===== config.mk =====
export PLATFORM = sky130hd
export DESIGN_NAME = tftp_write_sender_control
export DESIGN_NICKNAME = d
export VERILOG_FILES = /design/src/rtl/core/tws_pkg.sv /design/src/rtl/core/tws_step.sv /design/src/rtl/core/tftp_write_sender_control.sv
export SDC_FILE = /design/constraint.sdc
export NUM_CORES = 1
export LEC_CHECK = 0
export ABC_AREA = 0
export BUFFER_PORTS_ARGS = -buffer_cell sky130_fd_sc_hd__buf_2
export CORE_UTILIZATION = 45
export CTS_CLUSTER_SIZE = 40
export DETAILED_ROUTE_END_ITERATION = 10
export GPL_TIMING_DRIVEN = 0
export PLACE_DENSITY = 0.68
export SLEW_MARGIN = 25
export SYNTH_ARGS = -nofsm -noshare
export SYNTH_HDL_FRONTEND = slang
export SYNTH_HIERARCHICAL = 1
export SYNTH_SLANG_ARGS = --single-unit

===== constraint.sdc =====
create_clock -name clk -period 4.1 [get_ports clk]
set_clock_uncertainty 0.2 [all_clocks]
set_input_delay 0.205 -clock clk [delete_from_list [all_inputs] [get_ports clk]]
set_output_delay 0.205 -clock clk [all_outputs]
set_load 0.01 [all_outputs]

===== src/rtl/core/tws_pkg.sv =====
package tws_pkg;

	typedef enum logic [2:0] {
		PH_IDLE,
		PH_NEG,
		PH_CHUNK,
		PH_ACK,
		PH_DONE,
		PH_FAIL
	} phase_t;

	localparam logic [2:0] ACT_NONE = 3'd0;
	localparam logic [2:0] ACT_REQ  = 3'd1;
	localparam logic [2:0] ACT_DATA = 3'd2;
	localparam logic [2:0] ACT_NEED = 3'd3;
	localparam logic [2:0] ACT_DONE = 3'd4;
	localparam logic [2:0] ACT_FAIL = 3'd5;

	localparam logic [1:0] FUNC_START   = 2'd0;
	localparam logic [1:0] FUNC_RESP    = 2'd1;
	localparam logic [1:0] FUNC_TIMEOUT = 2'd2;
	localparam logic [1:0] FUNC_CHUNK   = 2'd3;

	localparam logic [7:0] OP_ACK   = 8'd4;
	localparam logic [7:0] OP_ERROR = 8'd5;
	localparam logic [7:0] OP_OACK  = 8'd6;

	localparam logic [2:0] RSN_NONE    = 3'd0;
	localparam logic [2:0] RSN_SHORT   = 3'd1;
	localparam logic [2:0] RSN_PEER    = 3'd2;
	localparam logic [2:0] RSN_OPCODE  = 3'd3;
	localparam logic [2:0] RSN_RETRIES = 3'd4;

	localparam logic [15:0] FALLBACK_SIZE = 16'd512;
	localparam logic [15:0] SIZE_MIN      = 16'd8;
	localparam logic [15:0] SIZE_MAX      = 16'd65464;

	localparam logic [15:0] CFG_BLOCK_SIZE_RST = 16'd512;
	localparam logic [7:0]  CFG_RETRY_RST      = 8'd5;

	typedef struct packed {
		phase_t      phase;
		logic [15:0] cur_block;
		logic [7:0]  retries;
		logic [15:0] act_size;
		logic [15:0] pend_len;
	} xfer_state_t;

	typedef struct packed {
		logic [1:0]  func;
		logic [7:0]  resp_opcode;
		logic [15:0] resp_value;
		logic        resp_short;
		logic [15:0] chunk_length;
	} event_t;

	typedef struct packed {
		logic [2:0]  action;
		logic [15:0] block_number;
		logic [15:0] data_length;
		logic [15:0] negotiated_size;
		logic [2:0]  fail_reason;
		logic [15:0] fail_value;
	} result_t;

endpackage


===== src/rtl/core/tws_step.sv =====
module tws_step (
	input  tws_pkg::xfer_state_t st,
	input  tws_pkg::event_t      ev,
	input  logic [15:0]          block_size_cfg,
	input  logic [7:0]           retry_limit,
	output tws_pkg::xfer_state_t st_nxt,
	output tws_pkg::result_t     res
);

	logic [2:0]  act;
	logic [2:0]  rsn;
	logic [15:0] fval;
	logic [15:0] oack_size;
	logic [15:0] clamp_len;

	always_comb begin
		if (block_size_cfg < tws_pkg::SIZE_MIN) begin
			oack_size = tws_pkg::SIZE_MIN;
		end else if (block_size_cfg > tws_pkg::SIZE_MAX) begin
			oack_size = tws_pkg::SIZE_MAX;
		end else begin
			oack_size = block_size_cfg;
		end
		clamp_len = (ev.chunk_length > st.act_size) ? st.act_size : ev.chunk_length;
	end

	always_comb begin
		st_nxt = st;
		act    = tws_pkg::ACT_NONE;
		rsn    = tws_pkg::RSN_NONE;
		fval   = 16'd0;
		if (ev.func == tws_pkg::FUNC_START) begin
			st_nxt.phase     = tws_pkg::PH_NEG;
			st_nxt.cur_block = 16'd1;
			st_nxt.retries   = retry_limit;
			st_nxt.act_size  = 16'd0;
			st_nxt.pend_len  = 16'd0;
			act              = tws_pkg::ACT_REQ;
		end else begin
			case (st.phase)
				tws_pkg::PH_NEG: begin
					if (ev.func == tws_pkg::FUNC_TIMEOUT) begin
						act = tws_pkg::ACT_FAIL;
						rsn = tws_pkg::RSN_RETRIES;
					end else if (ev.func == tws_pkg::FUNC_RESP) begin
						if (ev.resp_short) begin
							act = tws_pkg::ACT_FAIL;
							rsn = tws_pkg::RSN_SHORT;
						end else if (ev.resp_opcode == tws_pkg::OP_OACK) begin
							st_nxt.act_size = oack_size;
							act             = tws_pkg::ACT_NEED;
						end else if (ev.resp_opcode == tws_pkg::OP_ACK) begin
							st_nxt.act_size = tws_pkg::FALLBACK_SIZE;
							act             = tws_pkg::ACT_NEED;
						end else if (ev.resp_opcode == tws_pkg::OP_ERROR) begin
							act  = tws_pkg::ACT_FAIL;
							rsn  = tws_pkg::RSN_PEER;
							fval = ev.resp_value;
						end else begin
							act  = tws_pkg::ACT_FAIL;
							rsn  = tws_pkg::RSN_OPCODE;
							fval = {8'd0, ev.resp_opcode};
						end
						if (act == tws_pkg::ACT_NEED) begin
							st_nxt.phase = tws_pkg::PH_CHUNK;
						end
					end
				end
				tws_pkg::PH_CHUNK: begin
					if (ev.func == tws_pkg::FUNC_CHUNK) begin
						st_nxt.pend_len = clamp_len;
						st_nxt.phase    = tws_pkg::PH_ACK;
						act             = tws_pkg::ACT_DATA;
					end
				end
				tws_pkg::PH_ACK: begin
					if (ev.func == tws_pkg::FUNC_TIMEOUT || (ev.func == tws_pkg::FUNC_RESP
							&& !ev.resp_short && ev.resp_opcode == tws_pkg::OP_ACK
							&& ev.resp_value != st.cur_block)) begin
						// spend one retry; a budget of zero or one is used up here
						if (st.retries <= 8'd1) begin
							st_nxt.retries = 8'd0;
							act            = tws_pkg::ACT_FAIL;
							rsn            = tws_pkg::RSN_RETRIES;
						end else begin
							st_nxt.retries = st.retries - 8'd1;
							act            = tws_pkg::ACT_DATA;
						end
					end else if (ev.func == tws_pkg::FUNC_RESP) begin
						if (ev.resp_short) begin
							act = tws_pkg::ACT_FAIL;
							rsn = tws_pkg::RSN_SHORT;
						end else if (ev.resp_opcode == tws_pkg::OP_ACK) begin
							st_nxt.cur_block = st.cur_block + 16'd1;
							if (st.pend_len == st.act_size) begin
								st_nxt.phase = tws_pkg::PH_CHUNK;
								act          = tws_pkg::ACT_NEED;
							end else begin
								st_nxt.phase = tws_pkg::PH_DONE;
								act          = tws_pkg::ACT_DONE;
							end
						end else if (ev.resp_opcode == tws_pkg::OP_ERROR) begin
							act  = tws_pkg::ACT_FAIL;
							rsn  = tws_pkg::RSN_PEER;
							fval = ev.resp_value;
						end else begin
							act  = tws_pkg::ACT_FAIL;
							rsn  = tws_pkg::RSN_OPCODE;
							fval = {8'd0, ev.resp_opcode};
						end
					end
				end
				default: begin
					act = tws_pkg::ACT_NONE;
				end
			endcase
			if (act == tws_pkg::ACT_FAIL) begin
				st_nxt.phase = tws_pkg::PH_FAIL;
			end
		end
	end

	// block number and length reflect the state after the event
	always_comb begin
		res.action          = act;
		res.block_number    = (act == tws_pkg::ACT_DATA) ? st_nxt.cur_block : 16'd0;
		res.data_length     = (act == tws_pkg::ACT_DATA) ? st_nxt.pend_len : 16'd0;
		res.negotiated_size = st_nxt.act_size;
		res.fail_reason     = rsn;
		res.fail_value      = fval;
	end

endmodule


===== src/rtl/core/tftp_write_sender_control.sv =====
// channel | handshake                  | payload
// item    | item_valid / item_stall    | func, resp_opcode, resp_value, resp_short, chunk_length
// result  | result_valid / result_stall| action, block_number, data_length, negotiated_size,
//         |                            | fail_reason, fail_value
// config  | APB write/read, pready = 1 | 0x0 block_size_cfg, 0x4 retry_limit
//
// One event per cycle sustained while result_stall is low; an accepted event passes through
// the input register, then one pass of the event logic into the result register.
// The result register frees the input side: a new word is taken while a result waits.
// item_stall rises only when the input register is full and the result register is held.
// arst_n clears control state and loads the register reset values; no clearing pass.
module tftp_write_sender_control (
	input  logic        clk,
	input  logic        arst_n,
	input  logic        psel,
	input  logic        penable,
	input  logic        pwrite,
	input  logic [2:0]  paddr,
	input  logic [31:0] pwdata,
	output logic [31:0] prdata,
	output logic        pready,
	input  logic        item_valid,
	output logic        item_stall,
	input  logic [1:0]  func,
	input  logic [7:0]  resp_opcode,
	input  logic [15:0] resp_value,
	input  logic        resp_short,
	input  logic [15:0] chunk_length,
	output logic        result_valid,
	input  logic        result_stall,
	output logic [2:0]  action,
	output logic [15:0] block_number,
	output logic [15:0] data_length,
	output logic [15:0] negotiated_size,
	output logic [2:0]  fail_reason,
	output logic [15:0] fail_value
);

	logic [15:0]          block_size_cfg_q;
	logic [7:0]           retry_limit_q;
	tws_pkg::xfer_state_t st_q;
	tws_pkg::xfer_state_t st_nxt;
	tws_pkg::event_t      ev_s1;
	logic                 valid_s1;
	tws_pkg::result_t     res_nxt;
	tws_pkg::result_t     res_q;
	logic                 res_valid_q;
	logic                 advance;
	logic                 take;
	logic                 cfg_wr;

	assign pready = 1'b1;
	assign cfg_wr = psel && penable && pwrite && pready;
	assign prdata = paddr[2] ? {24'd0, retry_limit_q} : {16'd0, block_size_cfg_q};

	always_ff @(posedge clk or negedge arst_n) begin
		if (!arst_n) begin
			block_size_cfg_q <= tws_pkg::CFG_BLOCK_SIZE_RST;
			retry_limit_q    <= tws_pkg::CFG_RETRY_RST;
		end else if (cfg_wr) begin
			if (paddr[2]) begin
				retry_limit_q <= pwdata[7:0];
			end else begin
				block_size_cfg_q <= pwdata[15:0];
			end
		end
	end

	assign advance    = valid_s1 && (!res_valid_q || !result_stall);
	assign item_stall = valid_s1 && !advance;
	assign take       = item_valid && !item_stall;

	tws_step u_step (
		.st             (st_q),
		.ev             (ev_s1),
		.block_size_cfg (block_size_cfg_q),
		.retry_limit    (retry_limit_q),
		.st_nxt         (st_nxt),
		.res            (res_nxt)
	);

	always_ff @(posedge clk or negedge arst_n) begin
		if (!arst_n) begin
			valid_s1        <= 1'b0;
			res_valid_q     <= 1'b0;
			st_q.phase      <= tws_pkg::PH_IDLE;
			st_q.cur_block  <= 16'd1;
			st_q.retries    <= 8'd0;
			st_q.act_size   <= 16'd0;
			st_q.pend_len   <= 16'd0;
		end else begin
			if (take) begin
				valid_s1 <= 1'b1;
			end else if (advance) begin
				valid_s1 <= 1'b0;
			end
			if (advance) begin
				res_valid_q <= 1'b1;
				st_q        <= st_nxt;
			end else if (!result_stall) begin
				res_valid_q <= 1'b0;
			end
		end
	end

	always_ff @(posedge clk) begin
		if (take) begin
			ev_s1.func         <= func;
			ev_s1.resp_opcode  <= resp_opcode;
			ev_s1.resp_value   <= resp_value;
			ev_s1.resp_short   <= resp_short;
			ev_s1.chunk_length <= chunk_length;
		end
		// hold the word while the consumer stalls
		if (advance) begin
			res_q <= res_nxt;
		end
	end

	assign result_valid    = res_valid_q;
	assign action          = res_q.action;
	assign block_number    = res_q.block_number;
	assign data_length     = res_q.data_length;
	assign negotiated_size = res_q.negotiated_size;
	assign fail_reason     = res_q.fail_reason;
	assign fail_value      = res_q.fail_value;

	a_len_in_size: assert property (@(posedge clk) disable iff (!arst_n)
		(res_valid_q && res_q.action == tws_pkg::ACT_DATA)
			|-> (res_q.data_length <= res_q.negotiated_size))
		else $error("data length exceeds negotiated size");

	a_reason_only_on_fail: assert property (@(posedge clk) disable iff (!arst_n)
		(res_valid_q && res_q.action != tws_pkg::ACT_FAIL)
			|-> (res_q.fail_reason == tws_pkg::RSN_NONE && res_q.fail_value == 16'd0))
		else $error("fail fields set without failure");

	a_size_set: assert property (@(posedge clk) disable iff (!arst_n)
		(st_q.phase == tws_pkg::PH_CHUNK || st_q.phase == tws_pkg::PH_ACK
			|| st_q.phase == tws_pkg::PH_DONE) |-> (st_q.act_size >= tws_pkg::SIZE_MIN))
		else $error("transfer phase without negotiated size");

	a_no_state_move_idle: assert property (@(posedge clk) disable iff (!arst_n)
		!advance |=> $stable(st_q))
		else $error("state changed without an event");

endmodule

==> results of run 1 <==
[registers in the layout, indices dropped and copies added (netlist names)]
| signal | cells |
|---|---|
| retry_limit_q | 8 |
| st_q | 59 |
| block_size_cfg_q | 16 |
| action | 3 |
| fail_value | 16 |
| data_length | 16 |
| valid_s1 | 1 |
| block_number | 16 |
| fail_reason | 3 |
| negotiated_size | 16 |
| result_valid | 1 |
| ev_s1 | 43 |
[cell families after synthesis]
family          share of synthesized area (%)
compound gates                           7.12
buf+inv                                  5.55
flops                                    53.3
simple gates                             16.4
other cells                            0.0724
fa+ha+maj                                2.78
xor+xnor                                 3.97
mux                                      10.8
[final timing paths]
| path | end | slack (ns) | cells past startpoint |
|---|---|---|---|
| worst max-delay path | data_length[15] | 0.47 | 10 |
| worst min-delay path | st_q[1] | 0.02 | 2 |
| worst max register to register | data_length[15] | 0.47 | 10 |
| worst min register to register | result_valid | 0.28 | 1 |
| max in group asynchronous | block_size_cfg_q[9] | 3.04 | 3 |
| min in group clk | block_size_cfg_q[1] | 0.04 | 3 |
[metrics by stage]
stage                     hold slack (ns)  std cells  setup WS, ns
after floorplan                    -0.291        846          1.17
after global placement              0.183       1284         0.616
after detailed placement          -0.0926       1285         0.599
after CTS                          0.0164       1380         0.547
after global routing               0.0322       1381         0.330
final                              0.0169       1381         0.473
[area by class of cell]
type / count / area [µm²] / share of cell area, %
Timing Repair Buffer: 218 / 1460 / 11.4
Clock inverter: 8 / 58.8 / 0.459
Clock buffer: 24 / 513 / 4.00
Buffer: 71 / 473 / 3.69
Multi-Input combinational cell: 549 / 4330 / 33.8
Inverter: 28 / 105 / 0.820
Sequential cell: 198 / 5530 / 43.1
Tap cell: 285 / 357 / 2.78
[per-layer routing]
metal	routed length (µm)	share of wire, %	GRT usage (%)
met5	0	0	0
met4	363	1.5	6.71
met3	938	3.8	3.07
met2	11900	49	35.3
met1	11200	46	28.6
[critical path, stage by stage, from the launching register on]
cell      delay (ns)
dfrtp_1         0.45
inv_1           0.07
ha_1            0.32
a21o_1          0.16
a21o_1          0.17
a221oi_1        0.33
nor2_1          0.21
nor2_1          0.38
clkbuf_1        0.41
a211oi_1        0.17
nor4_1          0.48
[synthesized netlist by cell type (all sizes together) (3+ instances only)]
| master | number |
|---|---|
| edfxtp | 113 |
| mux2 | 91 |
| dfrtp | 81 |
| nor2 | 80 |
| buf | 49 |
| nor3 | 40 |
| nand2 | 30 |
| nor4 | 29 |
| inv | 28 |
| xor2 | 26 |
| ha | 23 |
| a21oi | 22 |
| clkbuf | 22 |
| xnor2 | 21 |
| o21a | 19 |
| a211oi | 17 |
| nand4 | 16 |
| o21ai | 16 |
| and2 | 12 |
| nor2b | 12 |
| a22oi | 10 |
| nand3 | 10 |
| a21o | 6 |
| mux2i | 6 |
| or3 | 5 |
| and3 | 4 |
| dfstp | 4 |
| nand2b | 4 |
| a31oi | 3 |
| and4 | 3 |
[where the power goes]
| part | leakage (nW) | switching (W) | internal [W] |
|---|---|---|---|
| logic | 2.82 | 0.000395 | 0.000373 |
| clock network | 0.288 | 0.000743 | 0.000887 |
| registers | 2.22 | 0.000161 | 0.00230 |
| total | 5.33 | 0.00130 | 0.00356 |
[repair_timing]
action                                  in CTS  in global routing
hold buffers                                63                  0
endpoints found under the setup margin       0                  0
setup buffers                                0                  0
endpoints found under the hold margin      151                  0
==> flow_summary.yaml, run 1 <==
layout:
  area_delta_synth_final_pct: 23.6
  fin_area_mm2: 0.0128
  diodes: 0
  fillers: 1905
  final_util_pct: 56.6
  final_layout_size_suffix_gt1_share_pct: 34.5
  layout_commonest_cell: "buf_2"
  layout.nets: 1191
  final_cell_mix: "buf_2 (155), edfxtp_1 (113), dfrtp_1 (81)"
floorplan:
  ioPinCount: 190
  core_mm2: 0.0226
  start_util_pct: 45.8
  dieHeight_um: 154
  rows: 55
  fp.dieW_um: 154
  dieArea_mm2: 0.0236
synthesis:
  yosysWarnings: 6
  syn-cell-area_mm2: 0.0104
  netlist_instances: 831
  synth_seq_cells: 198
  synthDistinctLibCells: 67
  yosysTopAreaCell: "edfxtp_1"
  synthFlopType: "edfxtp_1"
  yosysSeqAreaShare_pct: 53.3
  postSynth.asyncResetShare_pct: 42.9
  postSynthAreaPerCell_um2: 12.5
  synth_top_area_share_pct: 32.7
  synth_area_leaders: "edfxtp_1 (33%), dfrtp_1 (20%), mux2_2 (8.3%)"
  synth_edf_count: 113
detailed_routing:
  ant_nets: 0
  vias: 7350
  via_per_inst: 5.32
  drt-initial-drc-count: 496
  drc_errors: 0
  wl_per_cell_um: 17.7
  drtPass1Iterations: 5
  wirelength_mm: 24.4
clock_tree:
  clockBufferDepth: 2
  clk_pin_slew_ns: 0.07
  cts_root_buffer: "clkbuf_16"
  cts_resized: 0
  tritoncts: "done"
  cts_num_sinks: 198
  htreeDepth: 4
  clk-insertion-delay-late_ns: 0.43
  cts_made_buffers: 17
sta:
  rsz0062_at_grt: "false"
  setup_viol: 0
  finalSetupTns_ns: 0
  worstMarginPinSlew_ns: 1.11
  hold_viol_final: 0
  fin_crit_ns: 3.63
  max_slew_margin_pct: 25.1
  slew_violations: 0
  period_share_pct: 88.5
  fmax_mhz: 276
critical_path:
  cp.required_ns: 4.06
  cp.arrival_ns: 3.59
  crit_type: "register to register"
  path_max_fanout: 10
  reg2reg_from: "st_q[29]"
  start_kind: "register"
  cp-startpoint: "st_q[29]"
  end_kind: "register"
outcome:
  status: "finished, final reports clean"
pwr:
  vdd_ir_drop_max_uv: 215
  p_leak_nw: 5.33
  power_w: 0.00486
  p_per_area_mw_per_mm2: 379
global_route:
  grt_max_degree: 80
  grt_pass1_vias: 7183
  antenna_found_initial: 0
  overflow: 0
  grt_pass1_wl_mm: 38.7
  grtUsageTotal_pct: 21.2
place:
  portBuffers: 153
  dpl.hpwl_mm: 17.6
  place_area_mm2: 0.0116
  gp_congestion: 0.891
flow_run:
  drv_cap: 0
hold_path:
  min-delay-path-class: "input port to asynchronous set/reset pin"
Power figures use the tool's default switching activity.
==> run 2: changes to the inputs <==
- PLACE_DENSITY: 0.68 -> unset
- PLACE_DENSITY_LB_ADDON: unset -> 0.12
==> flow_summary.yaml, run 2 (synthesis results as in run 1) <==
outcome:
  status: "finished, final reports clean"
detailed_routing:
  ant_nets: 0
  drc_errors: 0
  wl_per_cell_um: 18.1
  vias: 7216
  wirelength_mm: 25.0
  drt-initial-drc-count: 403
  drtPass1Iterations: 5
  via_per_inst: 5.22
floorplan:
  rows: 55
  fp.dieW_um: 154
  dieArea_mm2: 0.0236
  start_util_pct: 45.8
  ioPinCount: 190
  dieHeight_um: 154
  core_mm2: 0.0226
clock_tree:
  cts_num_sinks: 198
  cts_resized: 0
  postCtsSetupBuffers: 0
  tritoncts: "done"
  clk_pin_slew_ns: 0.08
  cts_root_buffer: "clkbuf_16"
  clk-insertion-delay-late_ns: 0.45
  clockBufferDepth: 2
  htreeDepth: 4
  cts_made_buffers: 17
  ctsHoldBuffers: 65
critical_path:
  cp.arrival_ns: 3.65
  crit_type: "register to register"
  start_kind: "register"
  path_delay_family: "simple AND/OR/NAND/NOR gates"
  max_stage_delay_ns: 0.48
  worst-path-buf-inv: 2
  end_kind: "register"
  cpMaxStageDelayCell: "clkbuf_1"
  crit_chain: "inv_1 -> ha_1 -> a21o_1 -> a21o_1 -> a221oi_1 -> nor2_1 -> nor2_1 -> clkbuf_1 -> a211oi_1 -> nor4_4"
  path_max_fanout: 10
  cp.required_ns: 4.15
layout:
  fillers: 1933
  largest_register_ffs: 59
  area_delta_synth_final_pct: 24.1
  ff_latch_area_mm2: 0.00553
  multi_input_area_mm2: 0.00433
  final_cell_mix: "buf_2 (156), edfxtp_1 (113), dfrtp_1 (81)"
  layout.nets: 1192
  diodes: 0
  top_register: "st_q"
  final_layout_size_suffix_gt1_share_pct: 34.5
  fin_area_mm2: 0.0129
  layout_commonest_cell: "buf_2"
  reg_top3: "st_q: 59 flops, ev_s1: 43 flops"
  stdcell_count: 1382
place:
  dpl.hpwl_mm: 17.7
  place_area_mm2: 0.0116
  portBuffers: 153
  gp_congestion: 0.849
  dp_cells: 1285
global_route:
  overflow: 0
  grtUsageTotal_pct: 21.9
  grt_max_degree: 80
  grt_pass1_vias: 6953
  grt_pass1_wl_mm: 39.3
  antenna_found_initial: 0
sta:
  setup_viol: 0
  finalSetupTns_ns: 0
  rsz0062_at_grt: "false"
  fmax_mhz: 278
  hold_viol_final: 0
  period_share_pct: 87.7
  hold_ws_ns: 0.0202
  max_slew_margin_pct: 46.3
  slew_violations: 0
  fin_crit_ns: 3.60
  worstMarginPinSlew_ns: 0.805
pwr:
  vdd_ir_drop_max_uv: 238
  p_per_area_mw_per_mm2: 388
  p_leak_nw: 5.34
hold_path:
  min-delay-path-class: "input port to register"
flow_run:
  drv_cap: 0
run 2: cell count changes in the layout (fill, tap and decap cells not counted), sizes merged:
cell | before | now
inv | 34 | 33
clkinv | 2 | 5
clkbuf | 47 | 41
bufinv | 0 | 2
clkinvlp | 0 | 1
dlygate4sd3 | 63 | 65
run 2: area by class of cell:
cell class / instances / area share [%]
multi-input cells: 549 / 33.7
clock buffers: 19 / 3.53
plain buffers: 71 / 3.71
repair buffers: 219 / 11.3
well taps: 285 / 2.77
inverters: 28 / 0.817
flip-flops and latches: 198 / 42.9
clock inverters: 13 / 1.28
run 2: final timing paths:
| path | start | end | slack (ns) | cells past startpoint |
|---|---|---|---|---|
| max in group asynchronous | arst_n | st_q[10] | 2.22 | 4 |
| setup / recovery | st_q[29] | data_length[9] | 0.50 | 10 |
| setup reg to reg | st_q[29] | data_length[9] | 0.50 | 10 |
| hold / removal | penable | block_size_cfg_q[4] | 0.02 | 3 |
| hold reg to reg | valid_s1 | result_valid | 0.28 | 1 |
| min in group asynchronous | arst_n | st_q[5] | 0.52 | 3 |
run 2: routing by layer:
layer  GRT usage (%)  wire [µm]  vias up
li1                -          -     3513
met1            30.8      11900     3481
met2            35.2      11800      205
met3            3.47       1070       17
met4            5.52        246        0
met5               0          0        -
run 2: through the flow:
step | setup slack, ns | power [W] | util [%]
CTS | 0.551 | 0.00503 | 56.8
floorplan | 1.17 | 0.00293 | -
global route | 0.368 | 0.00520 | 56.8
finish | 0.503 | 0.00499 | 56.8
global placement | 0.495 | 0.00320 | 51.0
detailed placement | 0.594 | 0.00322 | 51.2
run 2: where the power goes:
group / internal (W) / total [W] / switching, W
Combinational: 0.000369 / 0.000764 / 0.000395
Clock: 0.000959 / 0.00177 / 0.000807
Sequential: 0.00230 / 0.00246 / 0.000162
Total: 0.00363 / 0.00499 / 0.00136
run 2: worst register-to-register path: cells and delay by family, from the launching register on:
| kind | cells | cell delay, ns |
|---|---|---|
| compound gates | 4 | 0.87 |
| fa+ha+maj | 1 | 0.33 |
| buf+inv | 2 | 0.55 |
| flops | 1 | 0.46 |
| simple gates | 3 | 1.00 |
==> run 3: changes to the inputs <==
- RECOVER_POWER: unset -> 100
- SYNTH_HIERARCHICAL: 1 -> unset
==> flow_summary.yaml, run 3 <==
synthesis:
  synthMuxAreaShare_pct: 5.61
  synthAdderAreaFrac_pct: 3.05
  postSynth.asyncResetShare_pct: 42.9
  synthSimpleGateAreaFrac_pct: 14.4
  netlist_instances: 876
  yosysSeqAreaShare_pct: 56.1
  synth_area_leaders: "edfxtp_1 (34%), dfrtp_1 (21%), mux2_2 (3.9%)"
  postSynthAreaPerCell_um2: 11.2
  synth_compound_area_share_pct: 12.3
  synth_xor_area_share_pct: 4.18
  yosys.cell_count.top_type: "edfxtp_1"
  ys_top_cells_by_count: "edfxtp_1 (113), dfrtp_1 (81), nor2_1 (73), nand2_1 (71), o21ai_0 (63)"
  yosysWarnings: 0
  synthFlopType: "edfxtp_1"
  synthDistinctLibCells: 65
  synth_top_family_by_area: "simple AND/OR/NAND/NOR gates"
  syn-cell-area_mm2: 0.00985
  synth_edf_count: 113
  synth_top_area_share_pct: 34.4
  yosysTopAreaCell: "edfxtp_1"
  synth_seq_cells: 198
critical_path:
  endpoint: "data_length[13]"
  cp.arrival_ns: 3.81
  crit_type: "register to register"
  reg2reg_from: "ev_s1[39]"
  rr_worst_depth: 8
  cp-startpoint: "ev_s1[39]"
  end_kind: "register"
  r2r_setup_slack_ns: 0.33
  path_max_fanout: 10
  worst_r2r_endpoint: "data_length[13]"
  cp.required_ns: 4.14
  start_kind: "register"
layout:
  fin_area_mm2: 0.0121
  area_delta_synth_final_pct: 22.7
  reg_top3: "st_q: 59 flops, ev_s1: 43 flops"
  largest_register_ffs: 59
  final_cell_mix: "clkbuf_1 (126), edfxtp_1 (113), dfrtp_1 (81)"
  fillers: 1879
  top_register: "st_q"
  diodes: 0
  layout_commonest_cell: "clkbuf_1"
  final_layout_size_suffix_gt1_share_pct: 14.9
  layout.nets: 1239
sta:
  rsz0062_at_grt: "false"
  worstMarginPinSlew_ns: 3.08
  hold_ws_ns: 0.226
  fin_ws_ns: 0.333
  period_share_pct: 91.9
  finalSetupTns_ns: 0
  fin_crit_ns: 3.77
  max_slew_margin_pct: -105
  slew_violations: 71
  fmax_mhz: 265
  hold_viol_final: 0
  setup_viol: 0
detailed_routing:
  drtPass1Iterations: 5
  drt-initial-drc-count: 459
  vias: 7530
  via_per_inst: 5.31
  drc_errors: 0
  wl_per_cell_um: 17.9
  wirelength_mm: 25.4
  ant_nets: 0
pwr:
  p_leak_nw: 4.94
  vdd_ir_drop_max_uv: 248
  power_w: 0.00545
  p_per_area_mw_per_mm2: 451
floorplan:
  dieHeight_um: 150
  rows: 53
  dieArea_mm2: 0.0225
  fp.dieW_um: 150
  ioPinCount: 190
  core_mm2: 0.0212
  start_util_pct: 46.4
clock_tree:
  htreeDepth: 4
  ctsHoldBuffers: 65
  postCtsSetupBuffers: 0
  cts_root_buffer: "clkbuf_16"
  cts_made_buffers: 17
  cts_resized: 0
  tritoncts: "done"
  clk-insertion-delay-late_ns: 0.44
  clk_pin_slew_ns: 0.08
  cts_num_sinks: 198
  clockBufferDepth: 2
global_route:
  antenna_found_initial: 0
  overflow: 0
  grt_pass1_wl_mm: 39.3
  grt_max_degree: 58
  grtUsageTotal_pct: 23.2
  grt_pass1_vias: 7434
outcome:
  violations: "max-capacitance violations, max-slew violations"
  status: "complete, but fails checks"
place:
  place_area_mm2: 0.0111
  dpl.hpwl_mm: 17.7
  place_ws_ns: 0.577
  gp_congestion: 0.885
  portBuffers: 153
flow_run:
  drv_cap: 2
hold_path:
  min-delay-path-class: "input port to register"
[run 3: changes by cell type after synthesis, sizes merged, moves of 18 or more]
cell   delta
mux2     -57
nor3     -29
a21oi    +18
buf      -19
nand2    +41
o21ai    +50
[run 3: routing by layer]
layer / wire (µm) / vias up / track usage (%)
met5: 0 / - / 0
met2: 12800 / 239 / 40.0
li1: - / 3662 / -
met1: 11100 / 3600 / 29.9
met3: 1120 / 29 / 3.60
met4: 374 / 0 / 6.82
[run 3: how the worst min path moves through the flow]
stage	start	endpoint	slack, ns	depth (start not counted)
after floorplan	arst_n	block_size_cfg_q[0]	-0.29	0
after global placement	chunk_length[7]	ev_s1[7]	0.18	1
after detailed placement	arst_n	block_size_cfg_q[8]	-0.09	1
after CTS	pwrite	block_size_cfg_q[15]	0.22	3
after global routing	pwrite	retry_limit_q[3]	0.26	3
final	pwrite	block_size_cfg_q[15]	0.23	3
[run 3: cell type report]
type                       instances  area (µm²)  share of cell area, %
clock inverter                    11        97.6                  0.807
clock buffer                      21         504                   4.17
tap                              275         344                   2.85
timing repair buffer             220        1340                   11.1
buffer                            61         317                   2.62
multi-input combinational        602        3850                   31.9
inverter                          30         113                  0.931
sequential                       198        5530                   45.7
[run 3: critical path, stage by stage, from the launching register on]
cell,delay [ns]
edfxtp_1,0.42
or4_1,0.64
or4_4,0.48
nor2_2,0.14
nor4b_1,0.67
and2_0,0.28
o211ai_2,0.20
buf_6,0.23
a211oi_1,0.31
[run 3: per-stage QoR]
stage          util, %  std cells
5_1_grt           57.0       1418
6_report          57.0       1418
3_5_place_dp      52.2       1321
2_1_floorplan        -        891
4_1_cts           58.1       1418
3_3_place_gp      51.9       1319
[run 3: cells by family (layout without fill, tap and decap cells)]
logic type | Yosys count | after routing
buffers and inverters | 91 | 343
and+or+nand+nor | 279 | 279
xor gates and xnor gates | 47 | 47
muxes | 51 | 51
DFF | 198 | 198
adders and majority gates | 24 | 24
other | 2 | 17
AOI/OAI and AO/OA | 184 | 184
[run 3: power by group]
part	internal (W)	switching [W]
logic	0.000459	0.000673
registers	0.00239	0.000227
clock network	0.000907	0.000800
total	0.00375	0.00170
